**src/rtl/gbcc_pkg.sv**
```systemverilog
// ----------------------------------------------------------------------------
// gbcc_pkg
// Shared types and constants for the gyro bias calibrate/correct block.
// ----------------------------------------------------------------------------
`default_nettype none

package gbcc_pkg;

  // Sample and register widths fixed by the stream format
  localparam int SAMPLE_W = 16;
  localparam int CFG_W    = 4;

  // Default upper bound on the averaging shift
  localparam int MAX_AVG_SHIFT_DEF = 12;

  // Averaging shift after reset
  localparam logic [CFG_W-1:0] AVG_SHIFT_RST = CFG_W'(11);

  // Sample kind carried on the input tuser
  localparam logic MODE_CALIB   = 1'b0;
  localparam logic MODE_MEASURE = 1'b1;

  // One input beat
  typedef struct packed {
    logic                       mode;
    logic signed [SAMPLE_W-1:0] x;
    logic signed [SAMPLE_W-1:0] y;
    logic signed [SAMPLE_W-1:0] z;
  } sample_t;

  // One result beat
  typedef struct packed {
    logic signed [SAMPLE_W-1:0] x;
    logic signed [SAMPLE_W-1:0] y;
    logic signed [SAMPLE_W-1:0] z;
    logic                       done;
  } result_t;

endpackage

`default_nettype wire

```
**src/rtl/gbcc_calib.sv**
```systemverilog
// ----------------------------------------------------------------------------
// gbcc_calib
// Bias accumulators, sample counter, offsets and the correction subtract.
// State advances once per step; the result uses the offsets held before it.
// ----------------------------------------------------------------------------
`default_nettype none

module gbcc_calib #(
  parameter int MAX_AVG_SHIFT = gbcc_pkg::MAX_AVG_SHIFT_DEF
) (
  input  wire logic                           clk,
  input  wire logic                           rst,
  input  wire logic                           cfg_we,
  input  wire logic [gbcc_pkg::CFG_W-1:0]     cfg_wdata,
  input  wire logic                           step,
  input  wire gbcc_pkg::sample_t              smp,
  output gbcc_pkg::result_t                   res
);
  import gbcc_pkg::*;

  localparam int SUM_W = SAMPLE_W + MAX_AVG_SHIFT;
  localparam int CNT_W = MAX_AVG_SHIFT + 1;
  localparam int SH_W  = $clog2(MAX_AVG_SHIFT + 1);
  localparam logic [CFG_W:0] MAX_SH = (CFG_W + 1)'(MAX_AVG_SHIFT);

  logic [CFG_W-1:0]           avg_shift;
  logic signed [SUM_W-1:0]    sum_x, sum_y, sum_z;
  logic [CNT_W-1:0]           samples_taken;
  logic signed [SAMPLE_W-1:0] offset_x, offset_y, offset_z;

  logic [CFG_W:0]             shift_ext;
  logic [SH_W-1:0]            sh;
  logic [CNT_W-1:0]           cnt_next;
  logic [CNT_W-1:0]           threshold;
  logic                       run_done;
  logic signed [SUM_W-1:0]    sum_x_next, sum_y_next, sum_z_next;
  logic signed [SUM_W-1:0]    mean_x, mean_y, mean_z;

  // Clamp the shift to the supported range
  always_comb begin
    shift_ext = (CFG_W + 1)'(avg_shift);
    if (shift_ext > MAX_SH) begin
      shift_ext = MAX_SH;
    end
    sh = shift_ext[SH_W-1:0];
  end

  // Accumulate, count and test for the end of a run
  always_comb begin
    sum_x_next = sum_x + SUM_W'(smp.x);
    sum_y_next = sum_y + SUM_W'(smp.y);
    sum_z_next = sum_z + SUM_W'(smp.z);
    cnt_next   = samples_taken + CNT_W'(1);
    threshold  = CNT_W'(1) << sh;
    run_done   = (smp.mode == MODE_CALIB) && (cnt_next >= threshold);
    // Floor mean: arithmetic shift of the signed sum
    mean_x     = sum_x_next >>> sh;
    mean_y     = sum_y_next >>> sh;
    mean_z     = sum_z_next >>> sh;
  end

  // Correction against the offsets in force before this beat
  always_comb begin
    res.x    = smp.x - offset_x;
    res.y    = smp.y - offset_y;
    res.z    = smp.z - offset_z;
    res.done = run_done;
  end

  // Configuration register
  always_ff @(posedge clk) begin
    if (rst) begin
      avg_shift <= AVG_SHIFT_RST;
    end else if (cfg_we) begin
      avg_shift <= cfg_wdata;
    end
  end

  // Calibration state
  always_ff @(posedge clk) begin
    if (rst) begin
      sum_x         <= '0;
      sum_y         <= '0;
      sum_z         <= '0;
      samples_taken <= '0;
      offset_x      <= '0;
      offset_y      <= '0;
      offset_z      <= '0;
    end else if (step && (smp.mode == MODE_CALIB)) begin
      if (run_done) begin
        offset_x      <= mean_x[SAMPLE_W-1:0];
        offset_y      <= mean_y[SAMPLE_W-1:0];
        offset_z      <= mean_z[SAMPLE_W-1:0];
        sum_x         <= '0;
        sum_y         <= '0;
        sum_z         <= '0;
        samples_taken <= '0;
      end else begin
        sum_x         <= sum_x_next;
        sum_y         <= sum_y_next;
        sum_z         <= sum_z_next;
        samples_taken <= cnt_next;
      end
    end
  end

endmodule

`default_nettype wire

```
**src/rtl/gyro_bias_calibrate_correct_core.sv**
```systemverilog
// ----------------------------------------------------------------------------
// gyro_bias_calibrate_correct_core
// Three-axis gyro bias calibration and offset correction on a sample stream.
// ----------------------------------------------------------------------------
//  channel  dir  beat contents
//  s_*      in   tdata: sample_x, sample_y, sample_z; tuser: mode
//  m_*      out  tdata: corrected_x, corrected_y, corrected_z; tuser: calibration_done
//  cfg_*    in   avg_shift write, no read-back
//
// One beat per cycle sustained while m_tready is high; an accepted s beat
// is captured in an input register, then combinational accumulate, shift
// and subtract loads the result register.
// A stalled m side holds the result; the input register still takes one beat.
// rst is synchronous; offsets, sums and count clear, avg_shift returns to 11.
// ----------------------------------------------------------------------------
`default_nettype none

module gyro_bias_calibrate_correct_core #(
  parameter int MAX_AVG_SHIFT = gbcc_pkg::MAX_AVG_SHIFT_DEF
) (
  input  wire logic                             clk,
  input  wire logic                             rst,
  // config
  input  wire logic                             cfg_we,
  input  wire logic [gbcc_pkg::CFG_W-1:0]       cfg_wdata,
  // input stream
  input  wire logic                             s_tvalid,
  output logic                                  s_tready,
  input  wire logic [3*gbcc_pkg::SAMPLE_W-1:0]  s_tdata,  // sample_x, sample_y, sample_z
  input  wire logic                             s_tuser,  // mode
  // output stream
  output logic                                  m_tvalid,
  input  wire logic                             m_tready,
  output logic [3*gbcc_pkg::SAMPLE_W-1:0]       m_tdata,  // corrected_x, corrected_y, corrected_z
  output logic                                  m_tuser   // calibration_done
);
  import gbcc_pkg::*;

  logic    in_valid;
  sample_t in_smp;
  logic    out_free;
  logic    step;
  result_t res;
  result_t out_res;

  assign out_free = !m_tvalid || m_tready;
  assign step     = in_valid && out_free;
  assign s_tready = !in_valid || out_free;

  // Input register
  always_ff @(posedge clk) begin
    if (rst) begin
      in_valid <= 1'b0;
    end else if (s_tready) begin
      in_valid <= s_tvalid;
    end
  end

  always_ff @(posedge clk) begin
    if (s_tready && s_tvalid) begin
      in_smp.mode <= s_tuser;
      in_smp.x    <= s_tdata[SAMPLE_W-1:0];
      in_smp.y    <= s_tdata[2*SAMPLE_W-1:SAMPLE_W];
      in_smp.z    <= s_tdata[3*SAMPLE_W-1:2*SAMPLE_W];
    end
  end

  // Calibration state and correction
  gbcc_calib #(
    .MAX_AVG_SHIFT (MAX_AVG_SHIFT)
  ) u_calib (
    .clk       (clk),
    .rst       (rst),
    .cfg_we    (cfg_we),
    .cfg_wdata (cfg_wdata),
    .step      (step),
    .smp       (in_smp),
    .res       (res)
  );

  // Result register
  always_ff @(posedge clk) begin
    if (rst) begin
      m_tvalid <= 1'b0;
    end else if (out_free) begin
      m_tvalid <= in_valid;
    end
  end

  always_ff @(posedge clk) begin
    if (step) begin
      out_res <= res;
    end
  end

  assign m_tdata = {out_res.z, out_res.y, out_res.x};
  assign m_tuser = out_res.done;

endmodule

`default_nettype wire
```
**config.mk**
```make
export PLATFORM = sky130hd
export DESIGN_NAME = gyro_bias_calibrate_correct_core
export DESIGN_NICKNAME = d
export VERILOG_FILES = /design/src/rtl/gbcc_pkg.sv /design/src/rtl/gbcc_calib.sv /design/src/rtl/gyro_bias_calibrate_correct_core.sv
export SDC_FILE = /design/constraint.sdc
export NUM_CORES = 1
export LEC_CHECK = 0
export BUFFER_PORTS_ARGS = -buffer_cell sky130_fd_sc_hd__buf_2
export CORE_UTILIZATION = 64
export CTS_BUF_LIST = sky130_fd_sc_hd__clkbuf_8
export CTS_CLUSTER_SIZE = 28
export DETAILED_ROUTE_END_ITERATION = 10
export HOLD_SLACK_MARGIN = 0.12
export PLACE_DENSITY = 0.83
export SYNTH_ARGS = -nofsm -noshare
export SYNTH_HDL_FRONTEND = slang
export SYNTH_SLANG_ARGS = --single-unit
```
**constraint.sdc**
```tcl
create_clock -name clk -period 5.6 [get_ports clk]
set_input_delay 0 -clock clk [delete_from_list [all_inputs] [get_ports clk]]
set_output_delay 0 -clock clk [all_outputs]
set_load 0.01 [all_outputs]
```
==> out/results.md, run 1 <==
- 0 — residual overflow from global routing
- 0.3466 — worst max-slew margin expressed relative to the limit
- 0 — maxcap violations
- 172.4 µm — vertical die dimension
- primary input to flip-flop — class of the tightest hold or removal check
- 0 — post-synthesis async set-or-reset flop share
- sky130_fd_sc_hd__dfxtp_1 — Top FF cell, synth
- sky130_fd_sc_hd__dfxtp_1 (16%), sky130_fd_sc_hd__edfxtp_1 (16%), sky130_fd_sc_hd__ha_1 (9.4%), sky130_fd_sc_hd__a21oi_1 (6.4%), sky130_fd_sc_hd__nand2_1 (4.7%) — Area contributors post-synth
- sky130_fd_sc_hd__clkbuf_8 — Clock Tree Root
- 22 — worst-path fanout max
- 0.04215 — share of cell area taken by muxes after synthesis
- 0 — number of failing setup endpoints in the final timing report
- 6.10 ns — Worst EP required
- 2212 — filler cell count
- 0.05232 — post-synthesis share of cell area spent on xor and xnor gates
- u_calib.avg_shift[2] — worst flop-to-flop path startpoint
- 0.07 ns — CTS clock-pin slew for the worst setup and hold paths
- 0 ns — total negative setup slack
- 2583 — layout net count
- 2455 — post-synthesis net count
- 0.82 ns — setup slack of the most critical reg-to-reg path
- 0.02863 mm² — core area
- 0 — Hold Fails Final Rpt
- no — unrepaired setup endpoints after global routing
- 17.49k — via count of the first global-routing pass
- 5.27 ns — WP data arrival
- 0.01858 mm² — netlist area before placement
- 0.2125 mV — IR drop worst, VDD
- 6 — detailed-routing iteration count for the pre-antenna-repair pass
- 1920 — drt initial violations
- 0.005967 mm² — area used by sequential logic in the layout
- 0.8529 — period utilisation layout
- 247.2 mW/mm² — power density cells
- flip-flop to flip-flop — kind of critical path
- 8.255 µm² — Mapped Avg Cell Area
- 18.59k — DR vias
- 18 — number of cell instances on the worst register-to-register path
- 20.42 µm — Avg WL per Cell
- u_calib.avg_shift[2] — Critical path origin
- 108 — number of port buffers
- 87 — distinct cell type count of the synthesized netlist
- 8.506 nW — Static Leak
- 0 — DRT antenna net count
- 0.1627 — area share of the largest cell type after synthesis
- 38500 µm — Final HPWL DP
- 209.4 MHz — achievable clock frequency
- sky130_fd_sc_hd__dfxtp_1 — post-synth top area cell
- 89320 µm — wire length of the first global-routing pass
- complete, no violations — status
- built — clock tree from TritonCTS
- 249 — TritonCTS Sinks
- 0.8240 ns — Worst Slack Setup Final
- 98 — number of enable-type register cells in the synthesized netlist
- 0.1802 — simple logic cell fraction of the synthesized area
- 4.776 ns — min Tclk post-route
- 0.3801 — All-Layer GR Usage
- 0.2579 — Compound-Gate Fraction of Synth Area
- 0.7293 — final core occ
- u_calib.offset_x[11] — Critical path destination
- flip-flop — crit path capture type
- 57110 µm — routed wire length
- 0.02088 mm² — Design Area, Final
- 6.647 — via density per instance
- u_calib.offset_x[11] — Worst R2R End
- 3 — largest buffer count on any clock path
- 72 — pin count of the biggest net entering global routing
- 0.56 ns — insertion delay to the later sink of the worst-skew pair
- 44 — TritonCTS buffer count
- 0 — initial antenna violation count
- 1.044 ns — worst setup slack before clock tree synthesis
- 0 — count of warnings emitted by yosys
- 249 — Yosys reg bits
- 172.4 µm — DIE WIDTH
- 0.01181 mm² — area of the multi-input gates
- 0.1007 — adder-cell area share of the yosys netlist
- 0.3210 — sequential-to-total area share from yosys stat
- 109 — boundary pin count
- 2251 — cell count after synthesis
- flip-flop — startpoint types
- 0.02972 mm² — Die Outline Area
- 0 — Ant. Diodes
- sky130_fd_sc_hd__a21oi_1 (239), sky130_fd_sc_hd__nand2_1 (235), sky130_fd_sc_hd__nor2_1 (192), sky130_fd_sc_hd__dfxtp_1 (151), sky130_fd_sc_hd__ha_1 (140) — top cells by count, synth
- 0 — total DRC errors in the routed layout
- 12.33% — synthesis-to-finish area growth
- 0.01941 mm² — standard cell area after detailed placement
- sky130_fd_sc_hd__nor2_1 — worst-path cell with the longest stage delay
- 0.1053 — layout cell share with drive strength beyond 1
- inv_1 > nor2_1 > buf_4 > clkinv_1 > nand2_2 > nor2_1 > nand2_1 > ha_1 > o31a_1 > o21a_1 > o21ai_0 > a211oi_1 > a211o_1 > buf_4 > nand3_1 > nor2_1 > a32oi_1 > nand3_1 — Critical Path, Cell by Cell
- 2 — H-tree levels
- sky130_fd_sc_hd__nor2_1 — Crit path top cell by count
- 62 — standard-cell rows
- 0.02149 ns — final setup skew
- compound AO/OA/AOI/OAI gates — dominant combinational cell family by area after synthesis
- 0.9791 ns — Worst Max-Slew Pin Slew
- 0.6492 — initial core utilization
- 0 — number of max-slew violations in the final report
- sky130_fd_sc_hd__a21oi_1 — most instantiated library cell after synthesis
- 0.9488 — Final Wtd Congestion
- 0 — number of instances resized during post-cts repair
- 0.56 ns — delay of the slowest cell on the worst path
[worst min-delay path by stage]
stage | startpoint | end | depth (start not counted)
floorplan | s_tdata[32] | in_smp[0] | 0
global placement | s_tdata[30] | in_smp[30] | 1
detailed placement | s_tdata[32] | in_smp[0] | 1
CTS | s_tdata[28] | in_smp[28] | 2
global route | s_tdata[24] | in_smp[24] | 2
finish | s_tdata[12] | in_smp[44] | 2
[worst max-delay path: cells and delay by family, from the launching register on]
kind	cells	cell delay, ns
flops	1	0.32
simple gates	7	1.92
buf+inv	4	0.88
compound gates	6	1.28
fa+ha+maj	1	0.29
[state kept, by name (all words and copies together) (netlist names)]
| signal | flops |
|---|---|
| u_calib.samples_taken | 13 |
| u_calib.avg_shift | 4 |
| u_calib.offset_z | 16 |
| m_tdata | 48 |
| u_calib.offset_x | 16 |
| in_valid | 1 |
| u_calib.sum_z | 28 |
| u_calib.offset_y | 16 |
| in_smp | 49 |
| m_tuser | 1 |
| m_tvalid | 1 |
| u_calib.sum_y | 28 |
| u_calib.sum_x | 28 |
[per-stage QoR]
stage	hold WS [ns]	std cells	power (W)
after CTS	0.1326	2797	0.005118
after floorplan	0.09887	2251	0.003102
after global routing	0.1449	2797	0.005377
after global placement	0.1763	2653	0.003460
after detailed placement	0.1781	2653	0.003493
final	0.1489	2797	0.005160
[cells by family after synthesis]
family / count (synthesis)
compound gates: 737
simple gates: 723
flops: 249
buf+inv: 221
fa+ha+maj: 146
xor+xnor: 111
mux: 64
[area by class of cell]
class	instances	area share
Sequential cell	249	0.2858
Clock inverter	29	0.005814
Multi-Input combinational cell	1781	0.5659
Timing Repair Buffer	203	0.06785
Tap cell	384	0.02302
Inverter	100	0.01798
Clock buffer	51	0.03363
[placed cells by master, fill, tap and decap left out, types with 17 or more instances in the layout]
| cell | count |
|---|---|
| sky130_fd_sc_hd__a21oi_1 | 239 |
| sky130_fd_sc_hd__nand2_1 | 234 |
| sky130_fd_sc_hd__nor2_1 | 190 |
| sky130_fd_sc_hd__dfxtp_1 | 150 |
| sky130_fd_sc_hd__ha_1 | 140 |
| sky130_fd_sc_hd__o21ai_0 | 126 |
| sky130_fd_sc_hd__inv_1 | 111 |
| sky130_fd_sc_hd__buf_2 | 107 |
| sky130_fd_sc_hd__edfxtp_1 | 98 |
| sky130_fd_sc_hd__nand3_1 | 97 |
| sky130_fd_sc_hd__dlygate4sd3_1 | 64 |
| sky130_fd_sc_hd__xnor2_1 | 62 |
| sky130_fd_sc_hd__nor3_1 | 54 |
| sky130_fd_sc_hd__clkbuf_8 | 51 |
| sky130_fd_sc_hd__xor2_1 | 49 |
| sky130_fd_sc_hd__a21o_1 | 46 |
| sky130_fd_sc_hd__a211oi_1 | 44 |
| sky130_fd_sc_hd__mux2i_1 | 43 |
| sky130_fd_sc_hd__o211ai_1 | 33 |
| sky130_fd_sc_hd__buf_4 | 32 |
| sky130_fd_sc_hd__a31oi_1 | 22 |
| sky130_fd_sc_hd__and3_1 | 21 |
| sky130_fd_sc_hd__o21a_1 | 21 |
| sky130_fd_sc_hd__a221oi_1 | 20 |
| sky130_fd_sc_hd__a22oi_1 | 20 |
| sky130_fd_sc_hd__nor2b_1 | 18 |
| sky130_fd_sc_hd__nand4_1 | 18 |
| sky130_fd_sc_hd__o22ai_1 | 17 |
[power by group]
part / leakage (nW) / switching (W) / internal [W]
Sequential: 2.16 / 0.0000622 / 0.00199
Clock: 0.482 / 0.000776 / 0.000829
Combinational: 5.86 / 0.000951 / 0.000550
Total: 8.51 / 0.00179 / 0.00337
[layer usage]
layer / vias up / GRT usage / wire length (µm)
met5: - / 0 / 0
met4: 0 / 0.1697 / 2534
met3: 227 / 0.06592 / 5075
met2: 1035 / 0.6459 / 26330
met1: 8713 / 0.4703 / 23160
li1: 8618 / - / -
[repair_timing]
action / in CTS / in global routing
hold endpoints to repair: 103 / 0
setup endpoints to repair: 0 / 0
hold buffers: 64 / 0
setup buffers: 0 / 0
(Power assumes the default switching activity.)
==> run 2: changes to the inputs <==
--- a/config.mk
+++ b/config.mk
@@ -6,12 +6,11 @@
 export NUM_CORES = 1
 export LEC_CHECK = 0
 export BUFFER_PORTS_ARGS = -buffer_cell sky130_fd_sc_hd__buf_2
-export CORE_UTILIZATION = 64
-export CTS_BUF_LIST = sky130_fd_sc_hd__clkbuf_8
+export CORE_UTILIZATION = 35
 export CTS_CLUSTER_SIZE = 28
 export DETAILED_ROUTE_END_ITERATION = 10
 export HOLD_SLACK_MARGIN = 0.12
-export PLACE_DENSITY = 0.83
+export PLACE_DENSITY = 0.51
 export SYNTH_ARGS = -nofsm -noshare
 export SYNTH_HDL_FRONTEND = slang
 export SYNTH_SLANG_ARGS = --single-unit
==> run 2 against run 1 <==
Compared with the run above:
- global-route usage decreased by 15 points
- maximum frequency up 2.4%
- worst hold slack worse by 0.00066 ns
- count of clock-buffer cells in the layout is 1 higher
- die area rose by 82%
- sequential power about the same
- sequential share of layout area fell by 1.2 points
==> out/results.md, run 2 (synthesis gave the netlist of run 1 again) <==
- complete, no violations — status
- built — clock tree from TritonCTS
- 1.166 ns — Worst Max-Slew Pin Slew
- 49 — max FFs per register
- 0.02875 ns — final setup skew
- 0 — number of instances resized during post-cts repair
- 0.8326 — period utilisation layout
- 44000 µm — Final HPWL DP
- 0.9373 ns — Worst Slack Setup Final
- 5353 — filler cell count
- u_calib.avg_shift[2] — Critical path origin
- 0.1041 — layout cell share with drive strength beyond 1
- 84 — standard-cell rows
- 6.02 ns — Worst EP required
- in_smp — register with the highest flop count
- 22 — worst-path fanout max
- 17.81k — DR vias
- flip-flop to flip-flop — kind of critical path
- 97430 µm — wire length of the first global-routing pass
- sky130_fd_sc_hd__a21oi_1 — most frequent standard cell in the layout excluding fill and tap cells
- 5 — detailed-routing iteration count for the pre-antenna-repair pass
- 232.4 µm — vertical die dimension
- 0.1534 mV — IR drop worst, VDD
- 34 — TritonCTS buffer count
- 0.56 ns — insertion delay to the later sink of the worst-skew pair
- 0.005818 W — Total Power Consumption
- 0.2295 — All-Layer GR Usage
- 0.94 ns — setup slack of the most critical reg-to-reg path
- 0 — Hold Fails Final Rpt
- 0.05255 mm² — core area
- 17.09% — synthesis-to-finish area growth
- 71 — pin count of the biggest net entering global routing
- sky130_fd_sc_hd__a21oi_1 (239), sky130_fd_sc_hd__nand2_1 (234), sky130_fd_sc_hd__nor2_1 (190) — commonest cells after routing, fill and taps aside
- 2960 — number of placed instances with taps included
- 5.08 ns — WP data arrival
- flip-flop — crit path capture type
- 62680 µm — routed wire length
- 0.3299 — Switching Fraction
- 0 — maxcap violations
- sky130_fd_sc_hd__clkbuf_16 — Clock Tree Root
- 3 — largest buffer count on any clock path
- 4.663 ns — min Tclk post-route
- 0.2160 — worst max-slew margin expressed relative to the limit
- 0.1483 ns — Hold WS
- u_calib.avg_shift[2] — worst flop-to-flop path startpoint
- primary input to flip-flop — class of the tightest hold or removal check
- 0.9024 — Final Wtd Congestion
- u_calib.offset_y[14] — Critical path destination
- 0 — total DRC errors in the routed layout
- 78 — hold-fix buffer count after cts
- 109 — boundary pin count
- 0.003899 W — Cell Int Power
- 249 — TritonCTS Sinks
- u_calib.offset_y[14] — Worst R2R End
- 8.670 nW — Static Leak
- no — unrepaired setup endpoints after global routing
- 2 — H-tree levels
- 0.06 ns — CTS clock-pin slew for the worst setup and hold paths
- 0.385 — clock network power share
- 0 — number of failing setup endpoints in the final timing report
- flip-flop — startpoint types
- 214.5 MHz — achievable clock frequency
- 1660 — drt initial violations
- 232.4 µm — DIE WIDTH
- 20.21 µm — Avg WL per Cell
- 1 — initial antenna violation count
- 0.05402 mm² — Die Outline Area
- 0.353 — sequential share of power
- 0 — number of max-slew violations in the final report
- 0.3536 — initial core utilization
- 0 — DRT antenna net count
- 3101 — number of standard cells in the final layout excluding fillers
- 0.262 — power share of the combinational group
- 0 — Post CTS Setup Buffer Count
- 1.083 ns — worst setup slack before clock tree synthesis
- 0 ns — total negative setup slack
- 17.11k — via count of the first global-routing pass
- 20 — number of cell instances on the worst register-to-register path
- 5.745 — via density per instance
- 0.001919 W — switching power of the nets
- 108 — number of port buffers
- 267.4 mW/mm² — power density cells
- 0 — residual overflow from global routing
- 2590 — layout net count
[run 2: power groups by stage]
stage	registers (W)	logic (W)	clock network (W)
2_1_floorplan	0.00208	0.00102	0
3_3_place_gp	0.00209	0.00145	0
3_5_place_dp	0.00209	0.00146	0
4_1_cts	0.00205	0.00151	0.00231
5_1_grt	0.00206	0.00167	0.00237
6_report	0.00205	0.00153	0.00224
[run 2: per-stage QoR]
step | utilization | cell area (µm²)
after floorplan | - | 18580
after global placement | 0.3773 | 19830
after detailed placement | 0.3773 | 19830
after CTS | 0.4140 | 21760
after global routing | 0.4140 | 21760
final | 0.4140 | 21760
[run 2: layout make-up]
class	instances	area, µm²	share of cell area
sequential	249	5967	0.2742
clock buffer	52	1051	0.04830
timing repair buffer	220	1592	0.07315
clock inverter	10	97.59	0.004485
inverter	100	375.4	0.01725
tap	688	860.8	0.03956
antenna	1	2.502	0.0001150
multi-input combinational	1781	11810	0.5429
[run 2: worst min path at each step]
stage	endpoint	slack, ns	cells past startpoint	start
after floorplan	in_smp[0]	0.1	0	s_tdata[32]
after global placement	in_smp[14]	0.18	1	s_tdata[46]
after detailed placement	in_smp[14]	0.18	1	s_tdata[46]
after CTS	in_smp[0]	0.12	2	s_tdata[32]
after global routing	in_smp[9]	0.15	2	s_tdata[41]
final	in_smp[9]	0.15	2	s_tdata[41]
[run 2: worst max-delay path: stages (launching register included)]
cell and delay, ns:
sky130_fd_sc_hd__dfxtp_2 0.35, sky130_fd_sc_hd__inv_1 0.31, sky130_fd_sc_hd__nor2_1 0.07, sky130_fd_sc_hd__buf_4 0.21, sky130_fd_sc_hd__clkinv_1 0.21, sky130_fd_sc_hd__nand2_2 0.09
sky130_fd_sc_hd__nor2_1 0.16, sky130_fd_sc_hd__nand2_1 0.09, sky130_fd_sc_hd__ha_1 0.31, sky130_fd_sc_hd__nor2b_1 0.12, sky130_fd_sc_hd__o31a_1 0.14, sky130_fd_sc_hd__o21a_1 0.11
sky130_fd_sc_hd__o21ai_0 0.07, sky130_fd_sc_hd__a211oi_1 0.46, sky130_fd_sc_hd__a211oi_4 0.10, sky130_fd_sc_hd__nor2_1 0.60, sky130_fd_sc_hd__buf_4 0.33, sky130_fd_sc_hd__nor2_1 0.06
sky130_fd_sc_hd__buf_4 0.26, sky130_fd_sc_hd__a221oi_1 0.32, sky130_fd_sc_hd__o21ai_0 0.12
[run 2: per-layer routing]
metal,track usage,wire length (µm)
met2,0.3744,28590
met4,0.08080,1906
met5,0,0
met3,0.03480,3871
met1,0.3058,28310
